`config.mk`:
```
export PLATFORM = sky130hd
export DESIGN_NAME = rtdd_ctrl
export DESIGN_NICKNAME = d
export VERILOG_FILES = /design/src/sv/rtdd_pkg.sv /design/src/sv/rtdd_ctrl.sv
export SDC_FILE = /design/constraint.sdc
export NUM_CORES = 1
export LEC_CHECK = 0
export ABC_AREA = 1
export BUFFER_PORTS_ARGS = -buffer_cell sky130_fd_sc_hd__buf_2
export CAP_MARGIN = 20
export CORE_UTILIZATION = 43
export DETAILED_ROUTE_END_ITERATION = 8
export GPL_TIMING_DRIVEN = 1
export PLACE_DENSITY = 0.83
export SETUP_SLACK_MARGIN = 0.3
export SYNTH_ARGS = -nofsm -noshare
export SYNTH_HDL_FRONTEND = slang
export SYNTH_SLANG_ARGS = --single-unit
```
`constraint.sdc`:
```
create_clock -name aclk -period 1.17 [get_ports aclk]
set_input_delay 0.234 -clock aclk [delete_from_list [all_inputs] [get_ports aclk]]
set_output_delay 0.234 -clock aclk [all_outputs]
set_load 0.005 [all_outputs]
```
`src/sv/rtdd_pkg.sv`:
```
// Package: shared command codes, status codes and controller/datapath interface types.
`default_nettype none
package rtdd_pkg;

    localparam int CMD_W  = 3;
    localparam int IDX_W  = 5;
    localparam int STAT_W = 2;

    // Command codes
    localparam logic [CMD_W-1:0] CMD_SET    = 3'd0;
    localparam logic [CMD_W-1:0] CMD_OPEN   = 3'd1;
    localparam logic [CMD_W-1:0] CMD_REQ    = 3'd2;
    localparam logic [CMD_W-1:0] CMD_REL    = 3'd3;
    localparam logic [CMD_W-1:0] CMD_CLEAN  = 3'd4;
    localparam logic [CMD_W-1:0] CMD_DETECT = 3'd5;

    // Result status codes
    localparam logic [STAT_W-1:0] STAT_OK      = 2'd0;
    localparam logic [STAT_W-1:0] STAT_PENDING = 2'd1;
    localparam logic [STAT_W-1:0] STAT_NONE    = 2'd2;

    // Pending-request code meaning nothing is pending
    localparam logic [IDX_W-1:0] NONE_PENDING = 5'h1F;

    // Commands from the controller to the datapath
    typedef struct packed {
        logic capture;
        logic clr_mode;
        logic clr_we;
        logic set_av;
        logic open_slot;
        logic held_mode;
        logic held_upd;
        logic cl_add;
        logic cl_end;
        logic k_inc;
        logic det_mode;
        logic det_init;
        logic det_check;
        logic det_add;
        logic p_step;
        logic out_load;
    } rtdd_ctl_t;

    // Status from the datapath to the controller
    typedef struct packed {
        logic [CMD_W-1:0] cmd;
        logic             p_ok;
        logic             r_ok;
        logic             clear_last;
        logic             k_last;
        logic             p_last;
        logic             finish_ok;
        logic             progress;
        logic             out_busy;
    } rtdd_sts_t;

endpackage
`default_nettype wire

```
`src/sv/rtdd_ctrl.sv`:
```
// Controller: sequences clearing, table updates, cleaning and detection passes.
`default_nettype none
module rtdd_ctrl (
    input  wire logic               aclk,
    input  wire logic               aresetn,
    input  wire logic               s_valid,
    output logic                    s_ready,
    input  wire logic               m_ready,
    input  wire rtdd_pkg::rtdd_sts_t sts,
    output rtdd_pkg::rtdd_ctl_t     ctl
);
    typedef enum logic [3:0] {
        ST_CLEAR, ST_IDLE, ST_DISPATCH, ST_HRD, ST_HUPD, ST_CLRD, ST_CLWR,
        ST_DINIT, ST_DCHK, ST_DRD, ST_DADD, ST_DNEXT, ST_FIN
    } state_t;

    state_t state_reg, state_next;

    // State register
    always_ff @(posedge aclk) begin
        if (!aresetn) begin
            state_reg <= ST_CLEAR;
        end else begin
            state_reg <= state_next;
        end
    end

    // Next state and command decode
    always_comb begin
        state_next = state_reg;
        ctl        = '0;
        s_ready    = 1'b0;
        case (state_reg)
            ST_CLEAR: begin
                ctl.clr_mode = 1'b1;
                ctl.clr_we   = 1'b1;
                if (sts.clear_last) state_next = ST_IDLE;
            end
            ST_IDLE: begin
                s_ready = 1'b1;
                if (s_valid) begin
                    ctl.capture = 1'b1;
                    state_next  = ST_DISPATCH;
                end
            end
            ST_DISPATCH: begin
                case (sts.cmd)
                    rtdd_pkg::CMD_SET: begin
                        ctl.set_av = 1'b1;
                        state_next = ST_FIN;
                    end
                    rtdd_pkg::CMD_OPEN: begin
                        ctl.open_slot = 1'b1;
                        state_next    = ST_FIN;
                    end
                    rtdd_pkg::CMD_REQ, rtdd_pkg::CMD_REL: begin
                        ctl.held_mode = 1'b1;
                        state_next    = (sts.p_ok && sts.r_ok) ? ST_HRD : ST_FIN;
                    end
                    rtdd_pkg::CMD_CLEAN: begin
                        state_next = sts.p_ok ? ST_CLRD : ST_FIN;
                    end
                    rtdd_pkg::CMD_DETECT: begin
                        state_next = ST_DINIT;
                    end
                    default: begin
                        state_next = ST_FIN;
                    end
                endcase
            end
            ST_HRD: begin
                ctl.held_mode = 1'b1;
                state_next    = ST_HUPD;
            end
            ST_HUPD: begin
                ctl.held_mode = 1'b1;
                ctl.held_upd  = 1'b1;
                state_next    = ST_FIN;
            end
            ST_CLRD: begin
                state_next = ST_CLWR;
            end
            ST_CLWR: begin
                ctl.cl_add = 1'b1;
                if (sts.k_last) begin
                    ctl.cl_end = 1'b1;
                    state_next = ST_FIN;
                end else begin
                    ctl.k_inc  = 1'b1;
                    state_next = ST_CLRD;
                end
            end
            ST_DINIT: begin
                ctl.det_init = 1'b1;
                state_next   = ST_DCHK;
            end
            ST_DCHK: begin
                ctl.det_mode  = 1'b1;
                ctl.det_check = 1'b1;
                state_next    = sts.finish_ok ? ST_DRD : ST_DNEXT;
            end
            ST_DRD: begin
                ctl.det_mode = 1'b1;
                state_next   = ST_DADD;
            end
            ST_DADD: begin
                ctl.det_mode = 1'b1;
                ctl.det_add  = 1'b1;
                if (sts.k_last) begin
                    state_next = ST_DNEXT;
                end else begin
                    ctl.k_inc  = 1'b1;
                    state_next = ST_DRD;
                end
            end
            ST_DNEXT: begin
                ctl.p_step = 1'b1;
                if (sts.p_last && !sts.progress) state_next = ST_FIN;
                else state_next = ST_DCHK;
            end
            ST_FIN: begin
                if (!sts.out_busy || m_ready) begin
                    ctl.out_load = 1'b1;
                    state_next   = ST_IDLE;
                end
            end
            default: begin
                state_next = ST_IDLE;
            end
        endcase
    end
endmodule
`default_nettype wire

```
==> results of run 1 <==
-- layer usage --
metal  track usage [%]  vias to the layer above  wire length [microns]
li1                  -                      444                      -
met1             33.33                      485                   1088
met2             57.08                      109                   1539
met3             3.468                       52                    376
met4             11.21                        0                    343
met5                 0                        -                      0
-- cell families after synthesis --
group | after synthesis
and+or+nand+nor | 74
buffers and inverters | 28
DFF | 4
AOI/OAI and AO/OA | 3
adders and majority gates | 2
-- layout make-up --
class | instances | share of cell area (%)
clock buffers | 4 | 2.295
flip-flops and latches | 4 | 8.306
inverters | 27 | 10.38
multi-input cells | 79 | 47.43
well taps | 14 | 1.530
repair buffers | 50 | 30.05
-- worst max-delay path, delay by kind of cell (launching register included) --
kind	cells	cell delay [ns]
buffers and inverters	3	0.29
flip-flops	1	0.40
AND/OR/NAND/NOR	3	0.38
-- what timing repair did --
| item | 4_1_cts | 5_1_grt |
|---|---|---|
| gates resized for setup | 20 | 15 |
| pin swaps | 11 | 9 |
| endpoints found under the setup margin | 21 | 21 |
| hold buffers | 0 | 0 |
| buffers inserted | 6 | 10 |
| hold endpoints to repair | 0 | 0 |
-- path summary, 6_finish.rpt --
path	startpoint	endpoint	slack [ns]	cells past startpoint
worst max-delay path	state_reg[1]$_SDFFE_PN0P_	ctl[6]	-0.38	6
worst min register to register	state_reg[0]$_SDFFE_PN0P_	state_reg[2]$_SDFFE_PN0P_	0.88	6
worst max register to register	state_reg[1]$_SDFFE_PN0P_	state_reg[1]$_SDFFE_PN0P_	-0.26	8
worst min-delay path	aresetn	state_reg[3]$_SDFFE_PN0P_	0.28	3
-- power by group --
group / internal [W] / switching [W] / total [W]
Clock: 0.000129 / 0.0000707 / 0.000200
Sequential: 0.000213 / 0.000141 / 0.000354
Combinational: 0.000828 / 0.00101 / 0.00184
-- stage by stage --
stage,setup slack (ns),total power (W),std cells
after global placement,-0.01860,0.001280,158
final,-0.3797,0.002389,178
after floorplan,0.1736,0.001028,111
after global routing,-0.4001,0.002496,178
after CTS,-0.2384,0.001776,168
after detailed placement,-0.06226,0.001299,158
-- cell usage after synthesis (all sizes together) --
cell    instances
a21oi           1
ha              2
nor2           23
nand3b          3
nor4            1
inv            26
clkinv          1
nand2          32
nand3          14
o21ai           2
dfxtp           4
nor3            1
buf             1
==> summary.md, run 1 <==
| Metric | Value |
|---|---|
| Final WL | `3347 microns` |
| Register area | `95.09 sq um` |
| Worst hold path class | `primary input to register` |
| I/O pin count | `32` |
| Final period util | `132.5%` |
| Crit Path Category | `register to output pin` |
| Clk slew on worst S/H paths | `0.05 ns` |
| Iteration-0 DRC Markers | `44` |
| CP max FO | `5` |
| Data required, critical path | `0.94 ns` |
| Worst path arrival time | `1.32 ns` |
| Die W | `39.02 microns` |
| DRT antenna net count | `0` |
| Final core utilization | `96.52%` |
| Largest family of logic cells by synthesized area | `simple AND/OR/NAND/NOR gates` |
| DR vias/cell | `6.124` |
| Synth Area in XOR/XNOR | `0%` |
| Final worst slack | `-0.3797 ns` |
| Design area | `0.001145 sq mm` |
| First-pass GRT wire length | `3111 microns` |
| Sink Count | `4` |
| DRT Pass-1 Iters | `4` |
| N_diodes | `0` |
| Crit path time final | `1.550 ns` |
| Leak pwr | `0.6788 nW` |
| Worst vdd ir | `0.001708 V` |
| Synth Area in Adders | `4.246%` |
| Global route overflow | `0` |
| Setup TNS | `-5.094 ns` |
| Largest net degree at the start of global routing | `6` |
| Die H | `39.02 microns` |
| MaxCap Viol Count | `0` |
| H-tree Lvls | `1` |
| CTS Buf Count | `3` |
| Failing checks | `negative setup slack` |
| Largest register FFs | `4` |
| DR vias | `1090` |
| F_max | `645.3 MHz` |
| Initial antenna violation count | `0` |
| Slowest library cell on the worst path | `dfxtp_4` |
| Top cells by area, synth | `nand2_1 17%, inv_1 14%, dfxtp_1 14%` |
| Setup violation total in the final timing report | `21` |
| Mapped cell area | `589.3 sq um` |
| Layout cells sized above 1 | `60.37%` |
| Fin nets | `182` |
| DP HPWL | `1299 microns` |
| Post-synthesis mux area share | `0%` |
| Leading cell type in the layout, fill and taps excluded | `buf_2` |
| Cell at the root of the clock tree | `clkbuf_4` |
| DIE AREA | `0.001523 sq mm` |
| Core area | `0.001186 sq mm` |
| Worst path max stage delay | `0.40 ns` |
| CP Cell Sequence | `inv_4, nor2_4, buf_6, nand3_1, nand2_1, buf_2` |
| Relative slew margins | `74.70%` |
| Post-synth top area cell | `nand2_1` |
| Placer Congestion | `0.7695` |
| Clock tree from TritonCTS | `done` |
| Final hold viol count | `0` |
| Skew-Pair Late Insertion Delay | `0.24 ns` |
| Fillers | `25` |
| Avg Inst Size Synth | `5.309 sq um` |
| IO Port Bufs | `31` |
| Most frequent cells in the layout | `30 x buf_2, 21 x nand2_1, 16 x inv_1, 13 x buf_4, 11 x nand3_1` |
| Max-slew violation count | `0` |
| Cell variety after synth | `19` |
| Yosys Warn Count | `0` |
| Slew at the pin closest to its max-slew limit | `0.3781 ns` |
| Vias in the first global route | `739` |
| Crit. End Element | `output pin` |
| WHS | `0.2789 ns` |
| Residual DRC | `0` |
| # rows | `12` |
| Area Overhead vs Synth | `94.27%` |
| Area share of the largest cell type after synthesis | `17.20%` |
| Post-DR wirelength/cell | `18.80 microns` |
| Syn nets | `128` |
| Outcome | `finished with violations` |
| Power per cell area | `2087 mW/mm^2` |
| Clock skew | `0.002433 ns` |
| Unrepaired setup endpoints after global routing | `yes` |
| Area of the multi-input gates | `543.0 sq um` |
| Simple-gate share of the synthesized area | `61.15%` |
| Tot GR Track Use | `30.13%` |
| Synth Instances | `111` |
| Startpoint Class | `register` |
| Register area share after synthesis | `13.59%` |
| Clk buf depth | `2` |
| Compound-Gate Fraction of Synth Area | `2.548%` |
| Initial Util | `49.68%` |
| Post-DP Area | `838.3 sq um` |
| Register bit total from synthesis | `4` |
No activity file was read; power rests on OpenSTA's default activity.
==> run 2, diff against run 1 <==
--- a/config.mk
+++ b/config.mk
@@ -11,7 +11,7 @@
 export CORE_UTILIZATION = 43
 export DETAILED_ROUTE_END_ITERATION = 8
 export GPL_TIMING_DRIVEN = 1
-export PLACE_DENSITY = 0.83
+export PLACE_DENSITY = 0.77
 export SETUP_SLACK_MARGIN = 0.3
 export SYNTH_ARGS = -nofsm -noshare
 export SYNTH_HDL_FRONTEND = slang
==> run 2 against run 1 <==
Against the previous run:
- the flow still finishes with violations (negative setup slack)
- sequential power fell by 6.8%
- utilization decreased by 2.7 points
- critical path type unchanged
- clock power up 2%
- clock skew increased by 0.0051 ns
- critical path depth increased by 1
- worst hold slack worse by 0.035 ns
- flip-flop and latch count unchanged
- die area unchanged
- global-route usage decreased by 3.3 points
==> summary.md, run 2 (synthesis results as in run 1) <==
| Metric | Value |
|---|---|
| Core area | `0.001186 sq mm (unchanged)` |
| Worst vdd ir | `0.001388 V (-19%)` |
| CTS Buf Count | `3 (unchanged)` |
| Slew at the pin closest to its max-slew limit | `0.3113 ns (-0.06677 ns)` |
| Hold Path Stages | `3 (unchanged)` |
| CP max FO | `4 (-1)` |
| Skew-Pair Late Insertion Delay | `0.25 ns (about the same)` |
| Setup TNS | `-4.079 ns (+1.015 ns)` |
| DRT Pass-1 Iters | `4 (unchanged)` |
| Global route overflow | `0 (unchanged)` |
| RR Endpoint | `state_reg[2]$_SDFFE_PN0P_` |
| Placer Congestion | `0.7808 (+1.5%)` |
| Initial antenna violation count | `0 (unchanged)` |
| DR vias | `950 (-13%)` |
| Hold Path Origin | `aresetn` |
| Unrepaired setup endpoints after global routing | `yes` |
| Clk slew on worst S/H paths | `0.05 ns (about the same)` |
| Reg-to-reg slack, setup | `-0.19 ns (+0.07 ns)` |
| DRT antenna net count | `0 (unchanged)` |
| Residual DRC | `0 (unchanged)` |
| H-tree Lvls | `1 (unchanged)` |
| DP HPWL | `1324 microns (+1.9%)` |
| Leak pwr | `0.6704 nW (-1.2%)` |
| FF-to-FF Start | `state_reg[1]$_SDFFE_PN0P_` |
| Final WL | `2644 microns (-21%)` |
| MaxCap Viol Count | `0 (unchanged)` |
| Worst path arrival time | `1.28 ns (-0.04 ns)` |
| Clock tree from TritonCTS | `done` |
| Hold Path End | `state_reg[3]$_SDFFE_PN0P_` |
| F_max | `662.6 MHz (+2.7%)` |
| Fin nets | `181 (-0.55%)` |
| Sink Count | `4 (unchanged)` |
| Power per cell area | `2012 mW/mm^2 (-3.6%)` |
| Vias in the first global route | `709 (-4.1%)` |
| IO Port Bufs | `31 (unchanged)` |
| Reg2reg path depth | `11 (+3)` |
| Tot Pwr | `0.002238 W (-6.3%)` |
| I/O pin count | `32 (unchanged)` |
| Final period util | `129.0% (-3.5 points)` |
| Initial Util | `49.68% (unchanged)` |
| # rows | `12 (unchanged)` |
| Tot GR Track Use | `26.87% (-3.3 points)` |
| Crit. End Element | `output pin` |
| Largest net degree at the start of global routing | `6 (unchanged)` |
| Crit Path Category | `register to output pin` |
| Clock skew | `0.007550 ns (+0.005118 ns)` |
| Largest register FFs | `4 (unchanged)` |
| Leading cell type in the layout, fill and taps excluded | `buf_2` |
| Max-slew violation count | `0 (unchanged)` |
| Die H | `39.02 microns (unchanged)` |
| Cell at the root of the clock tree | `clkbuf_4` |
| Relative slew margins | `79.17% (+4.5 points)` |
| Die W | `39.02 microns (unchanged)` |
| DR vias/cell | `5.367 (-12%)` |
| Outcome | `finished with violations` |
| DIE AREA | `0.001523 sq mm (unchanged)` |
| Iteration-0 DRC Markers | `50 (+14%)` |
| Crit path time final | `1.509 ns (-0.04062 ns)` |
| Post-DR wirelength/cell | `14.94 microns (-21%)` |
| Worst hold path class | `primary input to register` |
| Failing checks | `negative setup slack` |
| Most frequent cells in the layout | `28 x buf_2, 20 x nand2_1, 15 x inv_1, 11 x buf_4` |
| Startpoint Class | `register` |
| Final hold viol count | `0 (unchanged)` |
| N_diodes | `0 (unchanged)` |
| Hold Buf Count CTS | `0 (unchanged)` |
| Data required, critical path | `0.94 ns (about the same)` |
| First-pass GRT wire length | `2801 microns (-10%)` |
| WHS | `0.2436 ns (-0.03531 ns)` |
| Final worst slack | `-0.3391 ns (+0.04062 ns)` |
| Fillers | `45 (+80%)` |
| Layout cells sized above 1 | `62.58% (+2.2 points)` |
| Area Overhead vs Synth | `88.75%` |
| Clk buf depth | `2 (unchanged)` |
| Setup violation total in the final timing report | `21 (unchanged)` |
## run 2: cell types whose count changed in the layout (fill, tap and decap cells not counted), moves of 2 or more
| cell | before | now |
|---|---|---|
| buf_2 | 30 | 28 |
| buf_6 | 5 | 10 |
| buf_4 | 13 | 11 |
| nand2_8 | 2 | 0 |
| nand2_2 | 7 | 10 |
| inv_2 | 6 | 9 |
| buf_12 | 2 | 0 |
## run 2: timing repair
item | in CTS | in global routing
gates resized for setup | 16 | 21
pin swaps | 10 | 10
buffers inserted | 5 | 8
endpoints found under the setup margin | 21 | 21
## run 2: power breakdown
| part | leakage (nW) | internal (W) | total (W) | switching, W |
|---|---|---|---|---|
| logic | 0.620 | 0.000800 | 0.00170 | 0.000903 |
| registers | 0.0356 | 0.000213 | 0.000330 | 0.000117 |
| clock network | 0.0150 | 0.000129 | 0.000205 | 0.0000754 |
| total | 0.670 | 0.00114 | 0.00224 | 0.00110 |
## run 2: stage by stage
| step | setup slack [ns] | utilization, % | instance area [sq um] | std cells |
|---|---|---|---|---|
| 2_1_floorplan | 0.1736 | - | 654.4 | 111 |
| 3_3_place_gp | -0.02538 | 71.94 | 853.3 | 160 |
| 4_1_cts | -0.2377 | 82.49 | 978.4 | 169 |
| 3_5_place_dp | -0.06858 | 71.94 | 853.3 | 160 |
| 5_1_grt | -0.3428 | 93.78 | 1112 | 177 |
| 6_report | -0.3391 | 93.78 | 1112 | 177 |
## run 2: how the worst max path moves through the flow
stage | slack (ns) | endpoint | startpoint
6_report | -0.34 | ctl[10] | state_reg[1]$_SDFFE_PN0P_
5_1_grt | -0.34 | ctl[10] | state_reg[1]$_SDFFE_PN0P_
4_1_cts | -0.24 | ctl[10] | state_reg[1]$_SDFFE_PN0P_
3_5_place_dp | -0.07 | state_reg[2]$_SDFFE_PN0P_ | sts[10]
3_3_place_gp | -0.03 | state_reg[3]$_SDFFE_PN0P_ | sts[10]
2_1_floorplan | 0.17 | ctl[10] | state_reg[1]$_SDFFE_PN0P_
## run 2: area by class of cell
cell class / count / area (sq um) / share of cell area [%]
Sequential cell: 4 / 95.09 / 8.549
Timing Repair Buffer: 49 / 335.3 / 30.15
Tap cell: 14 / 17.52 / 1.575
Multi-Input combinational cell: 79 / 529.3 / 47.58
Inverter: 27 / 108.9 / 9.786
Clock buffer: 4 / 26.28 / 2.362
## run 2: worst max-delay path: stages, from the launching register on
cell,delay (ns)
dfxtp_4,0.38
inv_4,0.04
nor2_4,0.17
nand2_2,0.11
inv_2,0.08
nand2_1,0.06
nand3_1,0.07
buf_2,0.12
## run 2: per-layer routing
| metal | GRT usage (%) | share of wire, % | routed length, microns | up-vias |
|---|---|---|---|---|
| met5 | 0 | 0 | 0 | - |
| met4 | 8.621 | 3.7 | 97 | 0 |
| met3 | 0 | 5.6 | 148 | 15 |
| met2 | 55.00 | 52 | 1383 | 66 |
| met1 | 28.77 | 38 | 1014 | 428 |
| li1 | - | - | - | 441 |
